[config.mk]
export PLATFORM = sky130hd
export DESIGN_NAME = sha4bm_round
export DESIGN_NICKNAME = d
export VERILOG_FILES = /design/src/rtl/core/sha4bm_pkg.sv /design/src/rtl/core/sha4bm_round.sv
export SDC_FILE = /design/constraint.sdc
export NUM_CORES = 1
export LEC_CHECK = 0
export BUFFER_PORTS_ARGS = -buffer_cell sky130_fd_sc_hd__buf_2
export CAP_MARGIN = 30
export CORE_AREA = 2 2 606 608
export DETAILED_ROUTE_END_ITERATION = 10
export DIE_AREA = 0 0 608 610
export PLACE_DENSITY_LB_ADDON = 0.05
export SLEW_MARGIN = 20
export SYNTH_ARGS = -nofsm -noshare
export SYNTH_HDL_FRONTEND = slang
export SYNTH_SLANG_ARGS = --single-unit
[constraint.sdc]
create_clock -name aclk -period 9.5 [get_ports aclk]
set_input_delay 1.9 -clock aclk [delete_from_list [all_inputs] [get_ports aclk]]
set_output_delay 1.9 -clock aclk [all_outputs]
set_load 0.05 [all_outputs]
[src/rtl/core/sha4bm_pkg.sv]
// Shared types, constants and round functions for the four-byte SHA-256 matcher.
// Used by sha4bm_round, sha4bm_digest and sha256_four_byte_match.
package sha4bm_pkg;

    localparam int NUM_ROUNDS  = 64;
    localparam int NUM_TARGETS = 8;
    localparam int WIN_WORDS   = 16;

    // Fixed padding of a single 32-bit message into one block
    localparam logic [31:0] PAD_WORD   = 32'h8000_0000;
    localparam logic [31:0] BIT_LENGTH = 32'd32;

    // Index 0 holds working variable a (or digest word 0)
    typedef logic [7:0][31:0] hash_state_t;
    // Index 0 holds the schedule word consumed by the current round
    typedef logic [WIN_WORDS-1:0][31:0] sched_win_t;
    typedef logic [NUM_TARGETS-1:0][31:0] target_words_t;

    // Payload carried from one round stage to the next
    typedef struct packed {
        hash_state_t st;
        sched_win_t  win;
    } round_data_t;

    // One request held in the output queue
    typedef struct packed {
        hash_state_t digest;
        logic        match;
    } result_t;

    localparam hash_state_t HASH_IV = {
        32'h5be0cd19, 32'h1f83d9ab, 32'h9b05688c, 32'h510e527f,
        32'ha54ff53a, 32'h3c6ef372, 32'hbb67ae85, 32'h6a09e667
    };

    localparam logic [31:0] ROUND_K [NUM_ROUNDS] = '{
        32'h428a2f98, 32'h71374491, 32'hb5c0fbcf, 32'he9b5dba5,
        32'h3956c25b, 32'h59f111f1, 32'h923f82a4, 32'hab1c5ed5,
        32'hd807aa98, 32'h12835b01, 32'h243185be, 32'h550c7dc3,
        32'h72be5d74, 32'h80deb1fe, 32'h9bdc06a7, 32'hc19bf174,
        32'he49b69c1, 32'hefbe4786, 32'h0fc19dc6, 32'h240ca1cc,
        32'h2de92c6f, 32'h4a7484aa, 32'h5cb0a9dc, 32'h76f988da,
        32'h983e5152, 32'ha831c66d, 32'hb00327c8, 32'hbf597fc7,
        32'hc6e00bf3, 32'hd5a79147, 32'h06ca6351, 32'h14292967,
        32'h27b70a85, 32'h2e1b2138, 32'h4d2c6dfc, 32'h53380d13,
        32'h650a7354, 32'h766a0abb, 32'h81c2c92e, 32'h92722c85,
        32'ha2bfe8a1, 32'ha81a664b, 32'hc24b8b70, 32'hc76c51a3,
        32'hd192e819, 32'hd6990624, 32'hf40e3585, 32'h106aa070,
        32'h19a4c116, 32'h1e376c08, 32'h2748774c, 32'h34b0bcb5,
        32'h391c0cb3, 32'h4ed8aa4a, 32'h5b9cca4f, 32'h682e6ff3,
        32'h748f82ee, 32'h78a5636f, 32'h84c87814, 32'h8cc70208,
        32'h90befffa, 32'ha4506ceb, 32'hbef9a3f7, 32'hc67178f2
    };

    function automatic logic [31:0] big_sigma0(input logic [31:0] x);
        return {x[1:0], x[31:2]} ^ {x[12:0], x[31:13]} ^ {x[21:0], x[31:22]};
    endfunction

    function automatic logic [31:0] big_sigma1(input logic [31:0] x);
        return {x[5:0], x[31:6]} ^ {x[10:0], x[31:11]} ^ {x[24:0], x[31:25]};
    endfunction

    function automatic logic [31:0] small_sigma0(input logic [31:0] x);
        return {x[6:0], x[31:7]} ^ {x[17:0], x[31:18]} ^ {3'b000, x[31:3]};
    endfunction

    function automatic logic [31:0] small_sigma1(input logic [31:0] x);
        return {x[16:0], x[31:17]} ^ {x[18:0], x[31:19]} ^ {10'b0, x[31:10]};
    endfunction

    function automatic logic [31:0] sha_choose(input logic [31:0] e, input logic [31:0] f,
                                               input logic [31:0] g);
        return (e & f) ^ (~e & g);
    endfunction

    function automatic logic [31:0] sha_majority(input logic [31:0] a, input logic [31:0] b,
                                                 input logic [31:0] c);
        return (a & b) ^ (a & c) ^ (b & c);
    endfunction

endpackage

[src/rtl/core/sha4bm_round.sv]
// One SHA-256 compression round as a pipeline stage, with its schedule window.
// Depends on sha4bm_pkg for the state types and round functions.
module sha4bm_round
    import sha4bm_pkg::*;
(
    input  logic        aclk,
    input  logic        aresetn,
    input  logic        en,
    input  logic [31:0] round_k,
    input  logic        in_valid,
    input  round_data_t in_data,
    output logic        out_valid,
    output round_data_t out_data
);

    logic        valid_reg;
    round_data_t data_reg;
    round_data_t data_next;
    logic [31:0] t1;
    logic [31:0] t2;
    logic [31:0] new_word;

    // Compress one round and slide the schedule window by one word
    always_comb begin
        t1 = in_data.st[7] + big_sigma1(in_data.st[4])
           + sha_choose(in_data.st[4], in_data.st[5], in_data.st[6])
           + round_k + in_data.win[0];
        t2 = big_sigma0(in_data.st[0])
           + sha_majority(in_data.st[0], in_data.st[1], in_data.st[2]);
        new_word = small_sigma1(in_data.win[14]) + in_data.win[9]
                 + small_sigma0(in_data.win[1]) + in_data.win[0];

        data_next.st[0] = t1 + t2;
        data_next.st[1] = in_data.st[0];
        data_next.st[2] = in_data.st[1];
        data_next.st[3] = in_data.st[2];
        data_next.st[4] = in_data.st[3] + t1;
        data_next.st[5] = in_data.st[4];
        data_next.st[6] = in_data.st[5];
        data_next.st[7] = in_data.st[6];

        for (int j = 0; j < WIN_WORDS - 1; j++) begin
            data_next.win[j] = in_data.win[j+1];
        end
        data_next.win[WIN_WORDS-1] = new_word;
    end

    // Advance valid bit with the stage
    always_ff @(posedge aclk) begin
        if (!aresetn) begin
            valid_reg <= 1'b0;
        end else if (en) begin
            valid_reg <= in_valid;
        end
    end

    // Hold payload while stalled
    always_ff @(posedge aclk) begin
        if (en) begin
            data_reg <= data_next;
        end
    end

    assign out_valid = valid_reg;
    assign out_data  = data_reg;

endmodule

==> flow_summary.toml, run 1 <==
[outcome]
status = "complete, no violations"

[timing]
slew_headroom = 0.250
drv_slew = 0
period_minus_slack_ns = 8.43
hold_viol = 0
fin_crit_sh = 0.887
holdWs_ns = 0.509
worst_pin_slew_ns = 1.12
skew_ns = 0
fin_setup_tns_ns = 0
rsz0062_at_grt = "no"
clock.fmax_ghz = 0.119
setup_viol = 0

[flow_run]
maxCapViolCount = 0

[synth]
synth_edf_count = 768
synth_cell_types = 65
yosysSeqAreaShare = 0.628
syn-mean-instance-area_um2 = 15.1
ys_seq_elements = 769
synth.top_cell.area_share = 0.627
syn_inst = 2440
ys_warn_count = 0
syn-cell-area_um2 = 36800
syn-num-nets = 3555
async_flop_share = 0
synthTopCellsByArea = "edfxtp_1 (63%), fa_1 (10%), xnor2_1 (5.8%)"
synthFlopType = "edfxtp_1"
yosysTopAreaCell = "edfxtp_1"

[global_routing]
grt-ovfl-total = 0
track_usage = 0.138
antenna_found_initial = 167
grt_pass1_vias = 29200
grt_pass1_wl_um = 330000
grt_max_degree = 138

[power_and_ir_drop]
p_leak_nw = 23.4
peakVddDrop_mv = 0.212
p_per_area_nw_per_um2 = 419

[clock_network]
clkTransAtPathRegs_ns = 0.06
cts_resized = 0
clock_path_buffers = 4
cts_setup_buffers = 0
worstSkewPairLatency_ns = 0.82
numCtsBuffers = 116
cts_tree = "done"
cts_sinks = 769
hold_buffers = 0
cts-root-buf = "clkbuf_16"
cts-htree-levels = 3

[placed_design]
gp_congestion = 0.818
io_buffers = 1572
hpwl_um = 230000

[layout]
fillerInstances = 41000
final_cell_mix = "buf_2 (1572), edfxtp_1 (768), inv_1 (406)"
seqCellArea_um2 = 23100
areaGrowthSynthToFinish_pct = 50.5
drive_gt1_frac = 0.438
nNetsFinal = 5376
final_common_cell = "buf_2"
multiInputGateArea_um2 = 12100

[route]
routed_wl_um = 263000
firstDrtPassIters = 5
drt_iter0_drc = 1245
viasPerCell = 2.96
antenna_left = 0
drc_errors = 0
vias = 27300
drt-wirelength-per-cell_um = 28.7

[worst_setup_path]
end_kind = "flop"
path_max_fanout = 4
slowest_stage = "fa_1"
startpoint_type = "input pin"
cp_common_cell = "fa_1"
cp_data_arrival_time_ns = 9.01
crit_type = "in2reg"
crit_required_ns = 10.08
critPathMaxStageDelay_ns = 0.49

[die]
ios = 1573
die_w_um = 608
core-area_um2 = 364000
initial_core_util = 0.101
die_y_um = 610
rows = 222
dieArea_um2 = 371000

[worst_hold_path]
hold_class = "reg2reg"
registers in the layout, indices dropped and copies added (netlist names):
| signal | flops |
|---|---|
| out_valid | 1 |
| out_data | 768 |
layer usage:
layer | global-route usage | routed length [um]
met2 | 0.276 | 148000
met3 | 0.0428 | 17900
met5 | 0 | 617
met1 | 0.138 | 91900
met4 | 0.0232 | 4940
per-stage QoR:
stage               instance area (um2)  power, W  setup WS (ns)  cells   util
finish                            55300    0.0232           1.07   9193  0.152
global route                      55300    0.0251          0.580   9161  0.152
detailed placement                51800    0.0195          0.121   8959  0.142
global placement                  51800    0.0197         0.0786   8954  0.142
CTS                               55300    0.0239           1.05   9157  0.152
floorplan                         36800    0.0133           1.09   2440      -
synth_stat cells, types with 3 or more instances:
cell type and n:
edfxtp_1 768, inv_1 406, xnor2_1 242, fa_1 187
ha_1 124, xor2_1 123, a21o_1 88, a21oi_1 79
o21ai_0 78, nor2_1 51, nand2_1 41, mux2i_1 22
nand2b_1 20, o21a_1 20, nand3_1 18, clkbuf_1 16
a31oi_1 13, nor2b_1 13, mux2_2 11, nor3_1 11
and3_1 10, o21bai_1 9, a211oi_1 7, o211ai_1 5
o21ai_1 5, a31o_2 4, nand4_1 4, or2_2 4
a21oi_2 3, a41o_1 3, and2_1 3, and3_2 3
maj3_1 3, o31ai_1 3
path summary, 6_finish.rpt:
| path | start | to | slack (ns) | cells past startpoint |
|---|---|---|---|---|
| max | in_data[652] | out_data[542]$_DFFE_PP_ | 1.07 | 33 |
| min reg2reg | out_valid$_SDFFE_PN0P_ | out_valid$_SDFFE_PN0P_ | 0.51 | 2 |
| max reg2reg | out_valid$_SDFFE_PN0P_ | out_valid$_SDFFE_PN0P_ | 8.92 | 2 |
| min | out_valid$_SDFFE_PN0P_ | out_valid$_SDFFE_PN0P_ | 0.51 | 2 |
worst max-delay path: cells and delay by family:
family | cells | cell delay, ns
compound gates | 14 | 3.06
xor+xnor | 3 | 0.55
simple gates | 4 | 0.38
buf+inv | 6 | 0.64
fa+ha+maj | 6 | 2.47
logic make-up after synthesis:
group | count (synthesis) | synth area share
and+or+nand+nor | 191 | 0.0261
adders and majority gates | 314 | 0.145
xor gates and xnor gates | 365 | 0.0869
AOI/OAI and AO/OA | 346 | 0.0619
muxes | 33 | 0.00936
buffers and inverters | 422 | 0.0431
DFF | 769 | 0.628
area by class of cell:
cell class,count,area share
tap,4816,0.109
sequential,769,0.417
timing repair buffer,1719,0.164
antenna,36,0.00163
clock inverter,54,0.00825
multi-input combinational,1249,0.219
clock buffer,144,0.0543
inverter,406,0.0275
power breakdown:
group	internal [W]	leakage (nW)	total [W]	switching, W
clock	0.00236	1.69	0.00415	0.00179
sequential	0.00476	7.52	0.00491	0.000151
combinational	0.00535	14.2	0.0141	0.00877
total	0.0125	23.4	0.0232	0.0107
Power figures use the tool's default switching activity.
==> run 2: changes to the inputs <==
Settings changed: BUFFER_PORTS_ARGS -buffer_cell sky130_fd_sc_hd__buf_2 to unset, DONT_BUFFER_PORTS set to 1.
==> run 2 against run 1 <==
Register-to-register slack got worse by 0.38 ns. Clock skew unchanged. Die area unchanged. Combinational power is 22% lower. Total power is 4.7% lower. Worst setup slack worse by 0.14 ns. Core utilization decreased by 2.2 points.
==> flow_summary.toml, run 2 (synthesis gave the netlist of run 1 again) <==
[clock_network]
cts_sinks = 769
clock_path_buffers = 4
cts_tree = "done"
cts-root-buf = "clkbuf_16"
cts_setup_buffers = 0
cts_resized = 0
worstSkewPairLatency_ns = 0.76
clkTransAtPathRegs_ns = 0.07
numCtsBuffers = 107
cts-htree-levels = 3
hold_buffers = 0

[power_and_ir_drop]
p_leak_nw = 17.0
clock_power_share = 0.192
seq_power_share = 0.311
peakVddDrop_mv = 0.237
internal_power_w = 0.0116
p_comb_frac = 0.497
switching_share = 0.475
netSwitchingPower_w = 0.0105
p_per_area_nw_per_um2 = 468

[worst_hold_path]
hold_class = "reg2reg"

[route]
firstDrtPassIters = 5
drc_errors = 0
drt_iter0_drc = 1264
vias = 21200
drt-wirelength-per-cell_um = 32.3
routed_wl_um = 244000
antenna_left = 0
viasPerCell = 2.81

[timing]
period_minus_slack_ns = 8.57
fin_setup_tns_ns = 0
holdWs_ns = 0.777
worst_pin_slew_ns = 1.09
rsz0062_at_grt = "no"
clock.fmax_ghz = 0.117
fin_crit_sh = 0.902
slew_headroom = 0.276
hold_viol = 0
skew_ns = 0
drv_slew = 0
setup_viol = 0

[layout]
final_common_cell = "edfxtp_1"
nNetsFinal = 3731
areaGrowthSynthToFinish_pct = 28.3
largest_reg_flops = 768
final_cell_mix = "edfxtp_1 (768), inv_1 (406), xnor2_1 (241)"
drive_gt1_frac = 0.107

[worst_setup_path]
crit_required_ns = 10.07
crit_type = "in2reg"
end_kind = "flop"
slowest_stage = "xor2_1"
cp_common_cell = "fa_1"
cp_data_arrival_time_ns = 9.14
path_max_fanout = 3
startpoint_type = "input pin"
critPathMaxStageDelay_ns = 0.69

[outcome]
status = "complete, no violations"

[die]
dieArea_um2 = 371000
die_y_um = 610
ios = 1573
rows = 222
core-area_um2 = 364000
die_w_um = 608
initial_core_util = 0.101

[global_routing]
track_usage = 0.127
antenna_found_initial = 112
grt_max_degree = 134
grt_pass1_wl_um = 300000
grt_pass1_vias = 22900
grt-ovfl-total = 0

[placed_design]
io_buffers = 0
gp_congestion = 0.812
hpwl_um = 213000

[flow_run]
maxCapViolCount = 0
-- run 2: layout make-up --
type / instances / area (um2)
Clock buffer: 112 / 2700
Tap cell: 4816 / 6030
Timing Repair Buffer: 83 / 738
Fill cell: 40700 / 317000
Sequential cell: 769 / 23100
Inverter: 406 / 1520
Antenna cell: 30 / 75.1
Multi-Input combinational cell: 1249 / 12100
Clock inverter: 80 / 936
-- run 2: critical path: cells and delay by family --
family	cells	cell delay, ns
xor+xnor	2	0.81
buf+inv	4	0.33
fa+ha+maj	7	2.97
simple gates	5	0.54
compound gates	12	2.57
-- run 2: final timing paths --
path	startpoint	end	slack (ns)	cells past startpoint
worst max-delay path	in_data[1]	out_data[543]$_DFFE_PP_	0.93	30
worst min-delay path	out_valid$_SDFFE_PN0P_	out_valid$_SDFFE_PN0P_	0.78	2
worst max register to register	out_valid$_SDFFE_PN0P_	out_valid$_SDFFE_PN0P_	8.54	2
worst min register to register	out_valid$_SDFFE_PN0P_	out_valid$_SDFFE_PN0P_	0.78	2
-- run 2: power groups by stage --
stage                     combinational (W)  sequential [W]  clock [W]
final                                0.0110         0.00687    0.00424
after detailed placement             0.0113         0.00700          0
after global placement               0.0113         0.00705          0
after floorplan                     0.00673         0.00654          0
after CTS                            0.0113         0.00695    0.00447
after global routing                 0.0124         0.00691    0.00457
-- run 2: routing by layer --
layer	global-route usage	up-vias	part of all wire
met2	0.252	1158	0.56
met1	0.119	10800	0.32
met4	0.0394	64	0.035
li1	-	8869	-
met5	0	-	0.0018
met3	0.0465	339	0.082
-- run 2: through the flow --
| stage | total power, W | instance area, um2 | utilization | instances | worst slack (ns) |
|---|---|---|---|---|---|
| 3_5_place_dp | 0.0183 | 43500 | 0.119 | 7323 | 0.0555 |
| 6_report | 0.0221 | 47200 | 0.129 | 7545 | 0.932 |
| 2_1_floorplan | 0.0133 | 36800 | - | 2440 | 1.09 |
| 4_1_cts | 0.0227 | 47100 | 0.129 | 7515 | 0.963 |
| 3_3_place_gp | 0.0183 | 43300 | 0.119 | 7314 | 0.00951 |
| 5_1_grt | 0.0238 | 47100 | 0.129 | 7521 | 0.384 |
==> run 3: changes to the inputs <==
Settings changed: CORE_AREA 2 2 606 608 to 10 10 597 599, CTS_CLUSTER_DIAMETER set to 150, DIE_AREA 0 0 608 610 to 0 0 607 609.
==> run 3 against run 2 <==
Final area down 1.5%. First-iteration DRC count rose by 9.5%. Worst setup slack better by 0.092 ns. Clock skew did not move. Non-clock buffer count shrank 16. Largest power group unchanged.
==> flow_summary.toml, run 3 (synthesis gave the netlist of run 1 again) <==
[outcome]
status = "complete, no violations"

[timing]
fin_crit_sh = 0.892
slew_headroom = 0.203
hold_viol = 0
setup_viol = 0
clock.fmax_ghz = 0.118
period_minus_slack_ns = 8.48
worst_pin_slew_ns = 1.19
fin_setup_tns_ns = 0
fin_ws_ns = 1.02
drv_slew = 0
rsz0062_at_grt = "no"
skew_ns = 0

[route]
drt-wirelength-per-cell_um = 34.7
routed_wl_um = 253000
vias = 20900
antenna_left = 0
firstDrtPassIters = 5
drt_iter0_drc = 1384
drc_errors = 0
viasPerCell = 2.88

[global_routing]
track_usage = 0.130
grt_max_degree = 174
grt_pass1_vias = 22700
antenna_found_initial = 92
grt-ovfl-total = 0
grt_pass1_wl_um = 305000

[layout]
final_common_cell = "edfxtp_1"
largest_reg_flops = 768
finalCoreUtilization = 0.135
nNetsFinal = 3716
drive_gt1_frac = 0.0958
areaGrowthSynthToFinish_pct = 26.4
final_cell_mix = "edfxtp_1 (768), inv_1 (406), xnor2_1 (242)"

[clock_network]
clock_path_buffers = 4
cts_setup_buffers = 0
cts-htree-levels = 3
hold_buffers = 0
cts_tree = "done"
clkTransAtPathRegs_ns = 0.06
cts-root-buf = "clkbuf_16"
cts_resized = 0
worstSkewPairLatency_ns = 0.77
cts_sinks = 769
numCtsBuffers = 108

[worst_setup_path]
rr_worst_depth = 2
critPathTopFamily = "compound AO/OA/AOI/OAI gates"
startpoint = "in_data[1]"
r2r-end = "out_valid$_SDFFE_PN0P_"
slowest_stage = "fa_1"
crit_required_ns = 10.12
cp_data_arrival_time_ns = 9.10
cp_common_cell = "fa_1"
reg2reg_from = "out_valid$_SDFFE_PN0P_"
crit_cells = 30
path_max_fanout = 6
critPathMaxStageDelay_ns = 0.49
crit_type = "in2reg"
end_kind = "flop"
r2r_slack_ns = 8.54
path_buf_inv = 5
startpoint_type = "input pin"
crit_end = "out_data[542]$_DFFE_PP_"

[power_and_ir_drop]
peakVddDrop_mv = 0.271
p_per_area_nw_per_um2 = 461
p_leak_nw = 16.7

[die]
die_w_um = 607
die_y_um = 609
dieArea_um2 = 370000
rows = 216
initial_core_util = 0.107
core-area_um2 = 345000
ios = 1573

[worst_hold_path]
hold_class = "reg2reg"
worstHoldStart = "out_valid$_SDFFE_PN0P_"

[placed_design]
post-place-ws_ns = 0.107
gp_congestion = 0.780
io_buffers = 0
hpwl_um = 221000

[flow_run]
maxCapViolCount = 0
## run 3: changes by cell type in the layout (fill, tap and decap cells not counted), sizes merged, moves of 4 or more
cell and delta:
clkbuf +18, buf -16, bufinv -11, diode -11
clkinv -6, inv -4
## run 3: through the flow
| step | total power (W) | std cells | hold WS (ns) | instance area (um2) |
|---|---|---|---|---|
| floorplan | 0.0133 | 2440 | 0.743 | 36800 |
| global placement | 0.0181 | 7062 | 0.778 | 42900 |
| detailed placement | 0.0180 | 7068 | 0.777 | 43000 |
| CTS | 0.0222 | 7260 | 0.794 | 46400 |
| global route | 0.0232 | 7265 | 0.817 | 46400 |
| finish | 0.0214 | 7280 | 0.786 | 46500 |
## run 3: layout make-up
type,instances,area [um2]
clock buffer,130,2810
sequential,769,23100
multi-input combinational,1249,12100
fill,38400,298000
antenna,19,47.5
tap,4578,5730
timing repair buffer,67,636
clock inverter,62,542
inverter,406,1520
## run 3: power breakdown
part           total (W)  internal [W]  switching (W)  leakage [nW]
Clock            0.00394       0.00226        0.00167          1.61
Sequential       0.00690       0.00481        0.00210          7.52
Combinational     0.0106       0.00419        0.00640          7.60
## run 3: worst reg2reg max path: cells and delay by family, from the launching register on
family | cells | cell delay [ns]
AND/OR/NAND/NOR | 1 | 0.13
multiplexers | 1 | 0.14
flip-flops | 1 | 0.64
## run 3: how the worst min path moves through the flow
stage                             end  cells after the start  slack, ns
6_report       out_valid$_SDFFE_PN0P_                      2       0.79
5_1_grt        out_valid$_SDFFE_PN0P_                      2       0.82
3_5_place_dp   out_valid$_SDFFE_PN0P_                      2       0.78
4_1_cts        out_valid$_SDFFE_PN0P_                      2       0.79
3_3_place_gp   out_valid$_SDFFE_PN0P_                      2       0.78
2_1_floorplan  out_valid$_SDFFE_PN0P_                      2       0.74
## run 3: metal layers
metal  vias to the layer above  GRT usage  wire (um)
li1                       8825          -          -
met1                     10700      0.116      77900
met2                      1102      0.265     144000
met3                       306     0.0480      21500
met4                        46     0.0394       8640
met5                         -          0        313
