### config.mk
export PLATFORM = sky130hd
export DESIGN_NAME = sha4bm_digest
export DESIGN_NICKNAME = d
export VERILOG_FILES = /design/src/rtl/core/sha4bm_pkg.sv /design/src/rtl/core/sha4bm_digest.sv
export SDC_FILE = /design/constraint.sdc
export NUM_CORES = 1
export LEC_CHECK = 0
export ABC_AREA = 1
export BUFFER_PORTS_ARGS = -buffer_cell sky130_fd_sc_hd__buf_2
export CAP_MARGIN = 0
export CORE_AREA = 3 3 303 305
export DETAILED_ROUTE_END_ITERATION = 16
export DIE_AREA = 0 0 306 308
export GPL_TIMING_DRIVEN = 0
export HOLD_SLACK_MARGIN = 0.03
export MAX_ROUTING_LAYER = met4
export PLACE_DENSITY_LB_ADDON = 0.1
export SYNTH_ARGS = -nofsm -noshare
export SYNTH_HDL_FRONTEND = slang
export SYNTH_SLANG_ARGS = --single-unit
### constraint.sdc
create_clock -name aclk -period 2.45 [get_ports aclk]
set_input_delay 0 -clock aclk [delete_from_list [all_inputs] [get_ports aclk]]
set_output_delay 0 -clock aclk [all_outputs]
set_load 0.01 [all_outputs]
### src/rtl/core/sha4bm_pkg.sv
// Shared types, constants and round functions for the four-byte SHA-256 matcher.
// Used by sha4bm_round, sha4bm_digest and sha256_four_byte_match.
package sha4bm_pkg;

    localparam int NUM_ROUNDS  = 64;
    localparam int NUM_TARGETS = 8;
    localparam int WIN_WORDS   = 16;

    // Fixed padding of a single 32-bit message into one block
    localparam logic [31:0] PAD_WORD   = 32'h8000_0000;
    localparam logic [31:0] BIT_LENGTH = 32'd32;

    // Index 0 holds working variable a (or digest word 0)
    typedef logic [7:0][31:0] hash_state_t;
    // Index 0 holds the schedule word consumed by the current round
    typedef logic [WIN_WORDS-1:0][31:0] sched_win_t;
    typedef logic [NUM_TARGETS-1:0][31:0] target_words_t;

    // Payload carried from one round stage to the next
    typedef struct packed {
        hash_state_t st;
        sched_win_t  win;
    } round_data_t;

    // One request held in the output queue
    typedef struct packed {
        hash_state_t digest;
        logic        match;
    } result_t;

    localparam hash_state_t HASH_IV = {
        32'h5be0cd19, 32'h1f83d9ab, 32'h9b05688c, 32'h510e527f,
        32'ha54ff53a, 32'h3c6ef372, 32'hbb67ae85, 32'h6a09e667
    };

    localparam logic [31:0] ROUND_K [NUM_ROUNDS] = '{
        32'h428a2f98, 32'h71374491, 32'hb5c0fbcf, 32'he9b5dba5,
        32'h3956c25b, 32'h59f111f1, 32'h923f82a4, 32'hab1c5ed5,
        32'hd807aa98, 32'h12835b01, 32'h243185be, 32'h550c7dc3,
        32'h72be5d74, 32'h80deb1fe, 32'h9bdc06a7, 32'hc19bf174,
        32'he49b69c1, 32'hefbe4786, 32'h0fc19dc6, 32'h240ca1cc,
        32'h2de92c6f, 32'h4a7484aa, 32'h5cb0a9dc, 32'h76f988da,
        32'h983e5152, 32'ha831c66d, 32'hb00327c8, 32'hbf597fc7,
        32'hc6e00bf3, 32'hd5a79147, 32'h06ca6351, 32'h14292967,
        32'h27b70a85, 32'h2e1b2138, 32'h4d2c6dfc, 32'h53380d13,
        32'h650a7354, 32'h766a0abb, 32'h81c2c92e, 32'h92722c85,
        32'ha2bfe8a1, 32'ha81a664b, 32'hc24b8b70, 32'hc76c51a3,
        32'hd192e819, 32'hd6990624, 32'hf40e3585, 32'h106aa070,
        32'h19a4c116, 32'h1e376c08, 32'h2748774c, 32'h34b0bcb5,
        32'h391c0cb3, 32'h4ed8aa4a, 32'h5b9cca4f, 32'h682e6ff3,
        32'h748f82ee, 32'h78a5636f, 32'h84c87814, 32'h8cc70208,
        32'h90befffa, 32'ha4506ceb, 32'hbef9a3f7, 32'hc67178f2
    };

    function automatic logic [31:0] big_sigma0(input logic [31:0] x);
        return {x[1:0], x[31:2]} ^ {x[12:0], x[31:13]} ^ {x[21:0], x[31:22]};
    endfunction

    function automatic logic [31:0] big_sigma1(input logic [31:0] x);
        return {x[5:0], x[31:6]} ^ {x[10:0], x[31:11]} ^ {x[24:0], x[31:25]};
    endfunction

    function automatic logic [31:0] small_sigma0(input logic [31:0] x);
        return {x[6:0], x[31:7]} ^ {x[17:0], x[31:18]} ^ {3'b000, x[31:3]};
    endfunction

    function automatic logic [31:0] small_sigma1(input logic [31:0] x);
        return {x[16:0], x[31:17]} ^ {x[18:0], x[31:19]} ^ {10'b0, x[31:10]};
    endfunction

    function automatic logic [31:0] sha_choose(input logic [31:0] e, input logic [31:0] f,
                                               input logic [31:0] g);
        return (e & f) ^ (~e & g);
    endfunction

    function automatic logic [31:0] sha_majority(input logic [31:0] a, input logic [31:0] b,
                                                 input logic [31:0] c);
        return (a & b) ^ (a & c) ^ (b & c);
    endfunction

endpackage

### src/rtl/core/sha4bm_digest.sv
// Final stage: add the initial hash values and compare against the target words.
// Depends on sha4bm_pkg for the state types and the initial hash constant.
module sha4bm_digest
    import sha4bm_pkg::*;
(
    input  logic          aclk,
    input  logic          aresetn,
    input  logic          en,
    input  logic          in_valid,
    input  hash_state_t   in_state,
    input  target_words_t targets,
    output logic          out_valid,
    output result_t       out_result
);

    logic        valid_reg;
    result_t     result_reg;
    result_t     result_next;

    // Feed forward the initial hash and check for a full match
    always_comb begin
        for (int j = 0; j < 8; j++) begin
            result_next.digest[j] = in_state[j] + HASH_IV[j];
        end
        result_next.match = (result_next.digest == targets);
    end

    always_ff @(posedge aclk) begin
        if (!aresetn) begin
            valid_reg <= 1'b0;
        end else if (en) begin
            valid_reg <= in_valid;
        end
    end

    always_ff @(posedge aclk) begin
        if (en) begin
            result_reg <= result_next;
        end
    end

    assign out_valid  = valid_reg;
    assign out_result = result_reg;

endmodule
==> results.md, run 1 <==
- Die span in y: between 300 and 400 µm
- Layout overhead on the synthesized area: 44.4%
- Share of the core filled with cells in the final layout: between 30% and 40%
- Met1 wire length: 56400 µm
- Detailed-routing iteration count for the pre-antenna-repair pass: 5
- Routed length on met3: 9650 µm
- Post-Place Cells: approximately 5700
- Leakage: 17.6 nW
- Flip-flop and latch area: 7740 µm²
- Starting DRT DRC Count: 1702
- Placement-stage cell area: between 20000 and 30000 µm²
- Flip-flop and latch count after synthesis: around 260
- Fin cells: slightly above 6000
- Number of hold violations in the final report: 0
- Slowest cell on crit path: sky130_fd_sc_hd__a21oi_2
- Number of enable flip-flop cells after synthesis: between 200 and 300
- Worst R2R Start: out_valid
- Dominant synthesized flop cell: sky130_fd_sc_hd__edfxtp_1
- Required time of the worst setup path: roughly 2.9 ns
- Routed vias: ~29000
- Pin count of the biggest net entering global routing: 72
- Uppermost layer routed: met4
- Global placement routability congestion: between 0.9 and 1
- Setup slack on the worst flop-to-flop path: between 1 and 1.5 ns
- Multi-input gate area in the final layout: roughly 14000 µm²
- Yosys top cell area share: between 30% and 40%
- Cell types with the largest area share after synthesis: sky130_fd_sc_hd__edfxtp_1 32%, sky130_fd_sc_hd__nand2_1 23%, sky130_fd_sc_hd__nand3_1 10%
- Remaining routing DRC violations: 0
- Worst Hold Depth: 3
- Critical path's largest stage delay: a little over 0.3 ns
- Worst supply voltage drop on vdd: 0.000440 V
- Synthesized area: around 24000 µm²
- Unique masters post-synth: 46
- Category of the most critical setup path: primary input to register
- Initial core utilization: a little over a quarter
- Signal arrival time at the worst endpoint: roughly 2.8 ns
- Cell breakdown of the critical path: buf_2 > clkinvlp_4 > ha_4 > a21oi_2 > nand3_1 > nand2_2 > nand2_1 > nand3_1 > nand2_1 > nand2_1 > nand2_1 > nor2_1 > nand3_1 > nor2_1 > nand3_1 > nor2_2 > nand3_1 > nor2_1
- Fin area: between 30000 and 40000 µm²
- Critical Path Most Common Cell: sky130_fd_sc_hd__nand3_1
- Max Slew Vio Count: 0
- Status: completed
- Fmax: between 400 and 500 MHz
- Period minus WS final: roughly 2.4 ns
- Tcrit/Tclk final: between 90% and 100%
- Number of antenna violations at the first check in global routing: 65
- Worst slew pin tran: roughly 0.69 ns
- Number of inserted filler cells in the final layout: 10000
- Placement Rows: 110
- Commonest non-fill, non-tap cell in the layout: sky130_fd_sc_hd__nand2_1
- Die area: 94200 µm²
- Yosys warns: 0
- Core region area: 89600 µm²
- Crit start category: primary input
- Power density over the cells: between 400 and 500 nW/µm²
- RSZ-0062 raised after global routing: no
- Hold worst-path end: out_result[73]
- Cells after Synth: between 3000 and 4000
- Overall Global Routing Usage: around 30%
- Total negative slack for setup checks: 0 ns
- H-tree levels: 2
- Max-cap violation count: 0
- Number of vias per cell after detailed routing: 4.62
- Proportion of synthesized flip-flops having asynchronous set or reset: 0%
- Sequential area share after synthesis: about 33%
- Sum of met2 wire segment lengths after detailed routing: between 60000 and 70000 µm
- Wire length per cell after detailed routing: 22.6 µm
- GRT overflow: 0
- Detail Route Antenna Nets: 0
- Wire length of the first global-routing pass: about 190000 µm
- Buffer type at the clock tree root: sky130_fd_sc_hd__clkbuf_16
- Worst setup EP type: register
- Die width: about 300 µm
- Total detailed-routing wirelength: 141000 µm
- Worst Reg-to-Reg Cells: 3
- Max FO, Critical Path: 5
- Post-CTS clock slew at the launch and capture registers of the worst setup and hold paths: about 0.050 ns
- R2R Path End: out_valid
- Via count of the first global-routing pass: roughly 28000
- Hpwl dp: roughly 120000 µm
- Share of cells above drive strength 1: between 20 and 25%
- Number of sinks handled by clock tree synthesis: about 260
- I/O pin count: 774
- Skew final: 0 ns
- TritonCTS clock tree: done
- Synth Area per Inst: about 6.3 µm²
- Max transition margin: about 54%
- CTS Buf Count: 39
- Hold/Removal Path Class: primary input to register
- Most frequent cells in the layout: 1399 x sky130_fd_sc_hd__nand2_1, 766 x sky130_fd_sc_hd__buf_2, 571 x sky130_fd_sc_hd__inv_1, 476 x sky130_fd_sc_hd__nand3_1, 384 x sky130_fd_sc_hd__nor2_1
- Post-Synthesis Net Count: approximately 4300
- Number of buffers added on ports: between 700 and 800
- Final Net Count: 5476
- Insertion delay to the later sink of the worst-skew pair: between 0.5 and 0.6 ns
- Number of endpoints failing setup at the final stage: 0
- Maximum root-to-sink buffer count: 3
- HP Start: in_state[71]
- Cell taking the most area after synthesis: sky130_fd_sc_hd__edfxtp_1
[routing by layer]
metal	vias up	track usage (%)
met1	13200	33.4
met5	-	-
met3	173	6.70
li1	14400	-
met2	885	52.2
met4	0	9.61
[how the worst max path moves through the flow]
stage | startpoint | depth (start not counted) | endpoint
floorplan | in_state[0] | 19 | out_result[0]
global placement | en | 3 | out_valid
detailed placement | in_state[128] | 18 | out_result[0]
CTS | in_state[107] | 15 | out_result[0]
global route | in_state[61] | 20 | out_result[0]
finish | in_state[0] | 18 | out_result[0]
[layout make-up]
cell class | count | area share (%)
repair buffers | 1111 | 21.4
well taps | 1176 | 4.29
plain buffers | 7 | 0.139
inverters | 634 | 6.98
flip-flops and latches | 258 | 22.5
diodes | 57 | 0.416
clock buffers | 47 | 2.93
multi-input cells | 2901 | 40.7
clock inverters | 19 | 0.587
[critical path, delay by kind of cell]
kind,cells,cell delay [ns]
buffers and inverters,2,0.39
AND/OR/NAND/NOR,14,1.84
adder cells (fa/ha/maj),1,0.25
AO/OA/AOI/OAI,1,0.31
[logic make-up (layout without fill, tap and decap cells)]
group / after synthesis / count (layout) / synth area share [%]
XOR/XNOR: 89 / 89 / 4.39
other: 0 / 57 / 0
AND/OR/NAND/NOR: 2645 / 2645 / 48.6
adder cells (fa/ha/maj): 8 / 8 / 0.421
flip-flops: 258 / 258 / 32.6
buffers and inverters: 641 / 1818 / 10.2
AO/OA/AOI/OAI: 159 / 159 / 3.81
[sequential cells by signal, summed over array words and instances, names as in the netlist]
name,count
out_result,257
out_valid,1
[power by group]
group | leakage (nW) | switching (W) | internal (W)
logic | 14.5 | 0.00324 | 0.00190
clock network | 0.598 | 0.00238 | 0.00333
registers | 2.52 | 0.000145 | 0.00537
[synth_stat cells (3+ instances only)]
| library cell | number |
|---|---|
| sky130_fd_sc_hd__nand2_1 | 1429 |
| sky130_fd_sc_hd__nand2_2 | 64 |
| sky130_fd_sc_hd__o21bai_1 | 5 |
| sky130_fd_sc_hd__edfxtp_1 | 257 |
| sky130_fd_sc_hd__nand3_1 | 490 |
| sky130_fd_sc_hd__nand3b_1 | 64 |
| sky130_fd_sc_hd__nor3_2 | 8 |
| sky130_fd_sc_hd__a31oi_1 | 3 |
| sky130_fd_sc_hd__a21o_1 | 3 |
| sky130_fd_sc_hd__buf_4 | 5 |
| sky130_fd_sc_hd__xnor3_1 | 18 |
| sky130_fd_sc_hd__inv_2 | 54 |
| sky130_fd_sc_hd__xnor2_1 | 21 |
| sky130_fd_sc_hd__inv_1 | 575 |
| sky130_fd_sc_hd__a21oi_1 | 58 |
| sky130_fd_sc_hd__nor2_4 | 14 |
| sky130_fd_sc_hd__nor2_2 | 50 |
| sky130_fd_sc_hd__a21oi_2 | 10 |
| sky130_fd_sc_hd__a22oi_1 | 3 |
| sky130_fd_sc_hd__o21ai_0 | 46 |
| sky130_fd_sc_hd__nor3_1 | 29 |
| sky130_fd_sc_hd__nor2_1 | 416 |
| sky130_fd_sc_hd__nand2_4 | 4 |
| sky130_fd_sc_hd__xor2_1 | 48 |
| sky130_fd_sc_hd__a21boi_0 | 5 |
| sky130_fd_sc_hd__o211ai_1 | 4 |
| sky130_fd_sc_hd__and2_1 | 11 |
| sky130_fd_sc_hd__nand3_2 | 13 |
| sky130_fd_sc_hd__ha_1 | 8 |
| sky130_fd_sc_hd__o21ai_1 | 15 |
| sky130_fd_sc_hd__nand4_1 | 46 |
[what timing repair did]
action	4_1_cts	5_1_grt
hold buffers	340	4
pin swaps	0	13
setup endpoints to repair	1	3
resized for setup	10	106
endpoints found under the hold margin	309	4
buffers inserted	0	2
cloned	0	0
[through the flow]
stage / setup slack (ns) / hold slack, ns / total power [W]
2_1_floorplan: 0.708 / 0.0935 / 0.00772
3_3_place_gp: -3.33 / 0.205 / 0.0102
3_5_place_dp: -0.849 / 0.205 / 0.0101
4_1_cts: 0.00522 / 0.0303 / 0.0165
5_1_grt: 0.00102 / 0.0307 / 0.0172
6_report: 0.0727 / 0.0128 / 0.0164
No activity file was read; power rests on OpenSTA's default activity.
==> run 2, diff against run 1 <==
Settings changed: PLACE_DENSITY_LB_ADDON 0.1 to not set.
==> results.md, run 2 (synthesized netlist as in run 1, its figures left out) <==
- Detail Route Antenna Nets: 0 (unchanged)
- Insertion delay to the later sink of the worst-skew pair: 0.60 ns (+0.03 ns)
- Post-Place Cells: 5744 (-0.017%)
- Pin count of the biggest net entering global routing: 104 (+44%)
- Crit start category: primary input
- Period minus WS final: 2.39 ns (+0.0177 ns)
- Met1 wire length: 56700 µm (+0.50%)
- Required time of the worst setup path: 2.94 ns (+0.06 ns)
- Detailed-routing iteration count for the pre-antenna-repair pass: 8 (+3)
- Die area: 94200 µm² (unchanged)
- HP Start: in_state[251]
- Hold worst-path end: out_result[252]
- Skew final: 0 ns (unchanged)
- Global placement routability congestion: 1.01 (+4.7%)
- Starting DRT DRC Count: 2190 (+29%)
- Fmax: 418 MHz (-0.74%)
- Number of vias per cell after detailed routing: 4.78 (+3.4%)
- Switching Fraction: 35.3% (+0.055 points)
- Slowest cell on crit path: sky130_fd_sc_hd__dlygate4sd3_1
- Fin cells: 6248 (+0.61%)
- Cell breakdown of the critical path: dlygate4sd3_1 > buf_2 > nor2_4 > nand2_2 > inv_1 > o21ai_0 > a31oi_1 > nand3_1 > dlygate4sd3_1 > nand2_1 > dlygate4sd3_1
- Via count of the first global-routing pass: 28800 (+1.7%)
- Power spent charging and discharging nets: 0.00590 W (+2.3%)
- Worst slew pin tran: 0.991 ns (+0.297 ns)
- Wire length of the first global-routing pass: 198000 µm (+1.4%)
- Wire length per cell after detailed routing: 22.9 µm (+1.2%)
- Worst supply voltage drop on vdd: 0.000445 V (+1.1%)
- Worst setup EP type: register
- Worst path bufs/invs: 5 (+3)
- Max-cap violation count: 0 (unchanged)
- Die span in y: 308 µm (unchanged)
- Number of sinks handled by clock tree synthesis: 258 (unchanged)
- Commonest non-fill, non-tap cell in the layout: sky130_fd_sc_hd__nand2_1
- I/O pin count: 774 (unchanged)
- Max Slew Vio Count: 0 (unchanged)
- Status: completed
- Number of endpoints failing setup at the final stage: 0 (unchanged)
- Critical Path Most Common Cell: sky130_fd_sc_hd__dlygate4sd3_1
- Placement Rows: 110 (unchanged)
- Final Net Count: 5502 (+0.47%)
- Tcrit/Tclk final: 97.8% (+0.72 points)
- Uppermost layer routed: met4
- Clock power frac: 35.7% (+0.8 points)
- Fraction of power consumed by sequential logic: 33.0% (-0.7 points)
- Max transition margin: 33.7% (-20 points)
- Remaining routing DRC violations: 0 (unchanged)
- Number of hold violations in the final report: 0 (unchanged)
- Layout overhead on the synthesized area: 46.3%
- Signal arrival time at the worst endpoint: 2.88 ns (+0.08 ns)
- Post-CTS clock slew at the launch and capture registers of the worst setup and hold paths: 0.06 ns (about the same)
- R2R Path End: out_valid
- Setup slack on the worst flop-to-flop path: 1.24 ns (+0.02 ns)
- Die width: 306 µm (unchanged)
- Most frequent cells in the layout: 1394 x sky130_fd_sc_hd__nand2_1, 763 x sky130_fd_sc_hd__buf_2, 568 x sky130_fd_sc_hd__inv_1, 474 x sky130_fd_sc_hd__nand3_1, 385 x sky130_fd_sc_hd__nor2_1
- Number of antenna violations at the first check in global routing: 77 (+18%)
- Sum of met2 wire segment lengths after detailed routing: 68500 µm (-1.6%)
- Hpwl dp: 123000 µm (+0.92%)
- Category of the most critical setup path: primary input to register
- Hold/Removal Path Class: primary input to register
- Dominant delay contributor by cell family on the critical path: buffers and inverters
- Worst Reg-to-Reg Cells: 3 (unchanged)
- Routed vias: 29900 (+4.1%)
- Critical path's largest stage delay: 0.59 ns (+0.28 ns)
- Sum of internal, switching and leakage power: 0.0167 W (+2.2%)
- Number of flip-flops in the largest register: 257 (unchanged)
- GRT overflow: 0 (unchanged)
- Power density over the cells: 481 nW/µm² (+0.85%)
- Worst R2R Start: out_valid
- Leakage: 17.8 nW (+0.97%)
- CTS Buf Count: 39 (unchanged)
- Core region area: 89600 µm² (unchanged)
- Initial core utilization: 26.5% (unchanged)
- Number of buffers added on ports: 766 (unchanged)
- Worst Hold Depth: 4 (+1)
- Number of inserted filler cells in the final layout: 9770 (-2.7%)
- RSZ-0062 raised after global routing: yes
- Routed length on met3: 11900 µm (+23%)
- Buffer type at the clock tree root: sky130_fd_sc_hd__clkbuf_16
- TritonCTS clock tree: done
- Total detailed-routing wirelength: 143000 µm (+1.8%)
- Internal power contribution: 0.0108 W (+2.1%)
- Logic pwr share: 31.3% (about the same)
- H-tree levels: 2 (unchanged)
- Maximum root-to-sink buffer count: 3 (unchanged)
- Max FO, Critical Path: 5 (unchanged)
- Overall Global Routing Usage: 30.2% (+0.52 points)
- Share of cells above drive strength 1: 23.4% (+0.29 points)
## run 2: cell count changes in the layout (fill, tap and decap cells not counted), moves of 4 or more
cell and delta:
sky130_fd_sc_hd__inv_2 +4, sky130_fd_sc_hd__nand2_2 +4, sky130_fd_sc_hd__clkbuf_1 -5, sky130_fd_sc_hd__diode_2 +10, sky130_fd_sc_hd__dlygate4sd3_1 +21, sky130_fd_sc_hd__nor2_2 -7
sky130_fd_sc_hd__nand2_1 -5, sky130_fd_sc_hd__nor2_4 +6
## run 2: worst register-to-register path: stages, from the launching register on
cell                            delay, ns
sky130_fd_sc_hd__dfxtp_1             0.30
sky130_fd_sc_hd__o21ai_0             0.16
sky130_fd_sc_hd__a21oi_1             0.06
sky130_fd_sc_hd__dlygate4sd3_1       0.58
## run 2: worst max path at each step
stage	startpoint	to	slack [ns]	cells after the start
after floorplan	in_state[0]	out_result[0]	0.71	19
after global placement	en	out_valid	-3.14	3
after detailed placement	in_state[0]	out_result[0]	-0.90	18
after CTS	in_state[90]	out_result[0]	0.003	15
after global routing	in_state[65]	out_result[0]	-0.11	19
final	in_state[78]	out_result[89]	0.06	11
## run 2: area by class of cell
cell class	count	area [µm²]	share of cell area [%]
multi-input cells	2901	14000	40.4
flip-flops and latches	258	7740	22.3
repair buffers	1137	7610	21.9
inverters	634	2390	6.88
well taps	1176	1470	4.23
clock buffers	43	1010	2.91
clock inverters	25	273	0.785
diodes	67	168	0.482
plain buffers	7	50.0	0.144
## run 2: repair_timing
action	in CTS	in global routing
hold endpoints to repair	335	6
endpoints found under the setup margin	1	5
gates cloned	0	0
setup buffers	0	6
gates resized for setup	11	128
hold buffers	361	7
pin swaps	0	22
## run 2: power by group through the flow
stage	Combinational, W	Sequential [W]	Clock (W)
floorplan	0.00191	0.00580	0
detailed placement	0.00453	0.00561	0
global route	0.00569	0.00555	0.00623
global placement	0.00449	0.00565	0
CTS	0.00513	0.00553	0.00612
finish	0.00523	0.00553	0.00597
## run 2: layer usage
layer / global-route usage [%] / up-vias
met5: - / -
met4: 10.2 / 0
met3: 8.36 / 260
met2: 51.6 / 1115
met1: 34.1 / 13900
li1: - / 14600
## run 2: per-stage QoR
step                utilization [%]  instance area [µm²]  setup WS, ns  hold WS (ns)  setup TNS (ns)
floorplan                         -                23800         0.708        0.0935               0
global placement               32.4                29100         -3.14         0.202         -765.71
detailed placement             32.5                29100        -0.899         0.205          -0.899
CTS                            38.0                34100       0.00278        0.0317               0
global route                   38.8                34700        -0.115        0.0426          -0.142
finish                         38.8                34800        0.0551       0.00117               0
==> run 3, diff against run 2 <==
Clock period 2.45 ns to 2.3 ns, I/O delays scaled along.
==> results.md, run 3 (synthesized netlist as in run 1, its figures left out) <==
- Sum of internal, switching and leakage power: 0.0178 W (+6.6%)
- Multi-input gate area in the final layout: 14300 µm² (+1.8%)
- Detailed-routing iteration count for the pre-antenna-repair pass: 6 (-2)
- Hold/Removal Path Class: primary input to register
- Post-CTS clock slew at the launch and capture registers of the worst setup and hold paths: 0.07 ns (about the same)
- Worst setup EP type: register
- Commonest non-fill, non-tap cell in the layout: sky130_fd_sc_hd__nand2_1
- Share of cells above drive strength 1: 24.5% (+1.1 points)
- Wire length per cell after detailed routing: 22.9 µm (about the same)
- Insertion delay to the later sink of the worst-skew pair: 0.60 ns (about the same)
- Uppermost layer routed: met4
- Max-cap violation count: 0 (unchanged)
- Final Net Count: 5486 (-0.29%)
- Max transition margin: 45.7% (+12 points)
- Global placement routability congestion: 1.01 (unchanged)
- Category of the most critical setup path: primary input to register
- Required time of the worst setup path: 2.66 ns (-0.28 ns)
- Number of flip-flops in the largest register: 257 (unchanged)
- Leakage: 17.8 nW (about the same)
- Number of endpoints failing setup at the final stage: 0 (unchanged)
- Die width: 306 µm (unchanged)
- Least setup slack across all paths after layout: 0.0967 ns (+0.0417 ns)
- Maximum root-to-sink buffer count: 3 (unchanged)
- Fmax: between 400 and 500 MHz
- Tcrit/Tclk final: a little over nine tenths
- Layout overhead on the synthesized area: 46.7%
- Fin area: 34900 µm² (+0.27%)
- Detail Route Antenna Nets: 0 (unchanged)
- CTS Buf Count: 39 (unchanged)
- Number of antenna violations at the first check in global routing: 72 (-6.5%)
- Routed length on met3: 12100 µm (+2.2%)
- Total detailed-routing wirelength: 143000 µm (-0.28%)
- Worst supply voltage drop on vdd: 0.000474 V (+6.5%)
- Power spent charging and discharging nets: 0.00630 W (+6.7%)
- Logic pwr share: 31.4% (about the same)
- H-tree levels: 2 (unchanged)
- Core region area: 89600 µm² (unchanged)
- Fraction of power consumed by sequential logic: 33.0% (about the same)
- Met1 wire length: 56200 µm (-0.89%)
- Wire length of the first global-routing pass: 197000 µm (-0.38%)
- Overall Global Routing Usage: 30.1% (-0.12 points)
- Routed vias: 29700 (-0.38%)
- Number of hold violations in the final report: 1 (+1)
- Skew final: 0 ns (unchanged)
- Final hold slack: -0.000389 ns (-0.00156 ns)
- GRT overflow: 0 (unchanged)
- Crit start category: primary input
- Violations in the final reports: negative hold slack
- Clock power frac: 35.6% (about the same)
- Flip-flop and latch area: 7740 µm² (unchanged)
- TritonCTS clock tree: done
- Number of inserted filler cells in the final layout: 9771 (+0.010%)
- Number of vias per cell after detailed routing: 4.77 (about the same)
- Remaining routing DRC violations: 0 (unchanged)
- Number of buffers added on ports: 766 (unchanged)
- I/O pin count: 774 (unchanged)
- Number of sinks handled by clock tree synthesis: 258 (unchanged)
- Power density over the cells: 512 nW/µm² (+6.3%)
- Die area: 94200 µm² (unchanged)
- Sum of met2 wire segment lengths after detailed routing: 68400 µm (-0.13%)
- Most frequent cells in the layout: 1378 x sky130_fd_sc_hd__nand2_1, 761 x sky130_fd_sc_hd__buf_2, 565 x sky130_fd_sc_hd__inv_1, 465 x sky130_fd_sc_hd__nand3_1, 372 x sky130_fd_sc_hd__nor2_1
- Share of the core filled with cells in the final layout: 38.9% (+0.10 points)
- Starting DRT DRC Count: 2067 (-5.6%)
- Signal arrival time at the worst endpoint: 2.57 ns (-0.31 ns)
- Hpwl dp: 123000 µm (unchanged)
- Internal power contribution: 0.0115 W (+6.6%)
- Fin cells: 6230 (-0.29%)
- Max FO, Critical Path: 7 (+2)
- Placement-stage cell area: 29100 µm² (unchanged)
- Worst slew pin tran: 0.815 ns (-0.176 ns)
- Initial core utilization: 26.5% (unchanged)
- Period minus WS final: ~2.2 ns
- Pin count of the biggest net entering global routing: 104 (unchanged)
- Post-Place Cells: 5744 (unchanged)
- Buffer type at the clock tree root: sky130_fd_sc_hd__clkbuf_16
- Via count of the first global-routing pass: 28700 (-0.38%)
- Max Slew Vio Count: 0 (unchanged)
- RSZ-0062 raised after global routing: yes
- Pre-CTS worst setup slack: -1.05 ns (-0.150 ns)
- Status: complete, but fails checks
- Placement Rows: 110 (unchanged)
- Die span in y: 308 µm (unchanged)
- Switching Fraction: 35.3% (about the same)
run 3: changes by cell type in the layout (fill, tap and decap cells not counted), moves of 3 or more:
cell                            change
sky130_fd_sc_hd__dlygate4sd3_1     -18
sky130_fd_sc_hd__nand2_1           -16
sky130_fd_sc_hd__nand3_1            -9
sky130_fd_sc_hd__a21oi_1            -3
sky130_fd_sc_hd__buf_4              +4
sky130_fd_sc_hd__nand3_2            +8
sky130_fd_sc_hd__inv_1              -3
sky130_fd_sc_hd__a21oi_4            +4
sky130_fd_sc_hd__nor2_1            -13
sky130_fd_sc_hd__nor2_2            +11
sky130_fd_sc_hd__nand2_4            +7
sky130_fd_sc_hd__nand2_2            +9
run 3: routing by layer:
| metal | vias up | global-route usage, % |
|---|---|---|
| met1 | 13900 | 33.7 |
| met4 | 0 | 9.88 |
| met2 | 1105 | 51.5 |
| met5 | - | - |
| met3 | 231 | 8.76 |
| li1 | 14500 | - |
run 3: what timing repair did:
item | CTS | global route
setup buffers | 1 | 9
pin swaps | 0 | 39
cloned | 0 | 0
hold buffers | 345 | 2
endpoints found under the hold margin | 337 | 2
gates resized for setup | 25 | 180
endpoints found under the setup margin | 1 | 3
run 3: cell type report:
class / instances / area share [%]
Multi-Input combinational cell: 2901 / 41.0
Sequential cell: 258 / 22.2
Timing Repair Buffer: 1121 / 21.4
Inverter: 634 / 6.87
Tap cell: 1176 / 4.22
Clock buffer: 43 / 2.90
Clock inverter: 25 / 0.783
Antenna cell: 65 / 0.467
Buffer: 7 / 0.136
run 3: worst max-delay path, cell delays in order:
cell and delay, ns:
sky130_fd_sc_hd__dlygate4sd3_1 0.57, sky130_fd_sc_hd__clkbuf_4 0.18, sky130_fd_sc_hd__nand2_4 0.12, sky130_fd_sc_hd__inv_2 0.09, sky130_fd_sc_hd__a21o_1 0.22, sky130_fd_sc_hd__nand2_2 0.09, sky130_fd_sc_hd__nand2_1 0.07, sky130_fd_sc_hd__nand2_1 0.07
sky130_fd_sc_hd__dlygate4sd3_1 0.55, sky130_fd_sc_hd__nand2_1 0.04, sky130_fd_sc_hd__dlygate4sd3_1 0.56
run 3: power groups by stage:
stage	sequential [W]	combinational, W	clock (W)
after detailed placement	0.00597	0.00482	0
final	0.00589	0.00560	0.00635
after CTS	0.00589	0.00546	0.00651
after global routing	0.00592	0.00608	0.00664
after global placement	0.00602	0.00478	0
after floorplan	0.00618	0.00204	0
run 3: path summary, 6_finish.rpt:
kind / start / to / slack [ns] / depth (start not counted)
setup / recovery: in_state[74] / out_result[94] / 0.1 / 11
hold / removal: in_state[71] / out_result[73] / -0.0004 / 3
setup reg to reg: out_valid / out_valid / 1.09 / 3
hold reg to reg: out_valid / out_valid / 1.09 / 3
run 3: metrics by stage:
stage                     hold WS, ns  TNS (ns)
final                       -0.000389         0
after global routing           0.0309   -0.0370
after CTS                      0.0319         0
after detailed placement        0.205     -1.05
after global placement          0.202   -804.56
after floorplan                0.0935         0
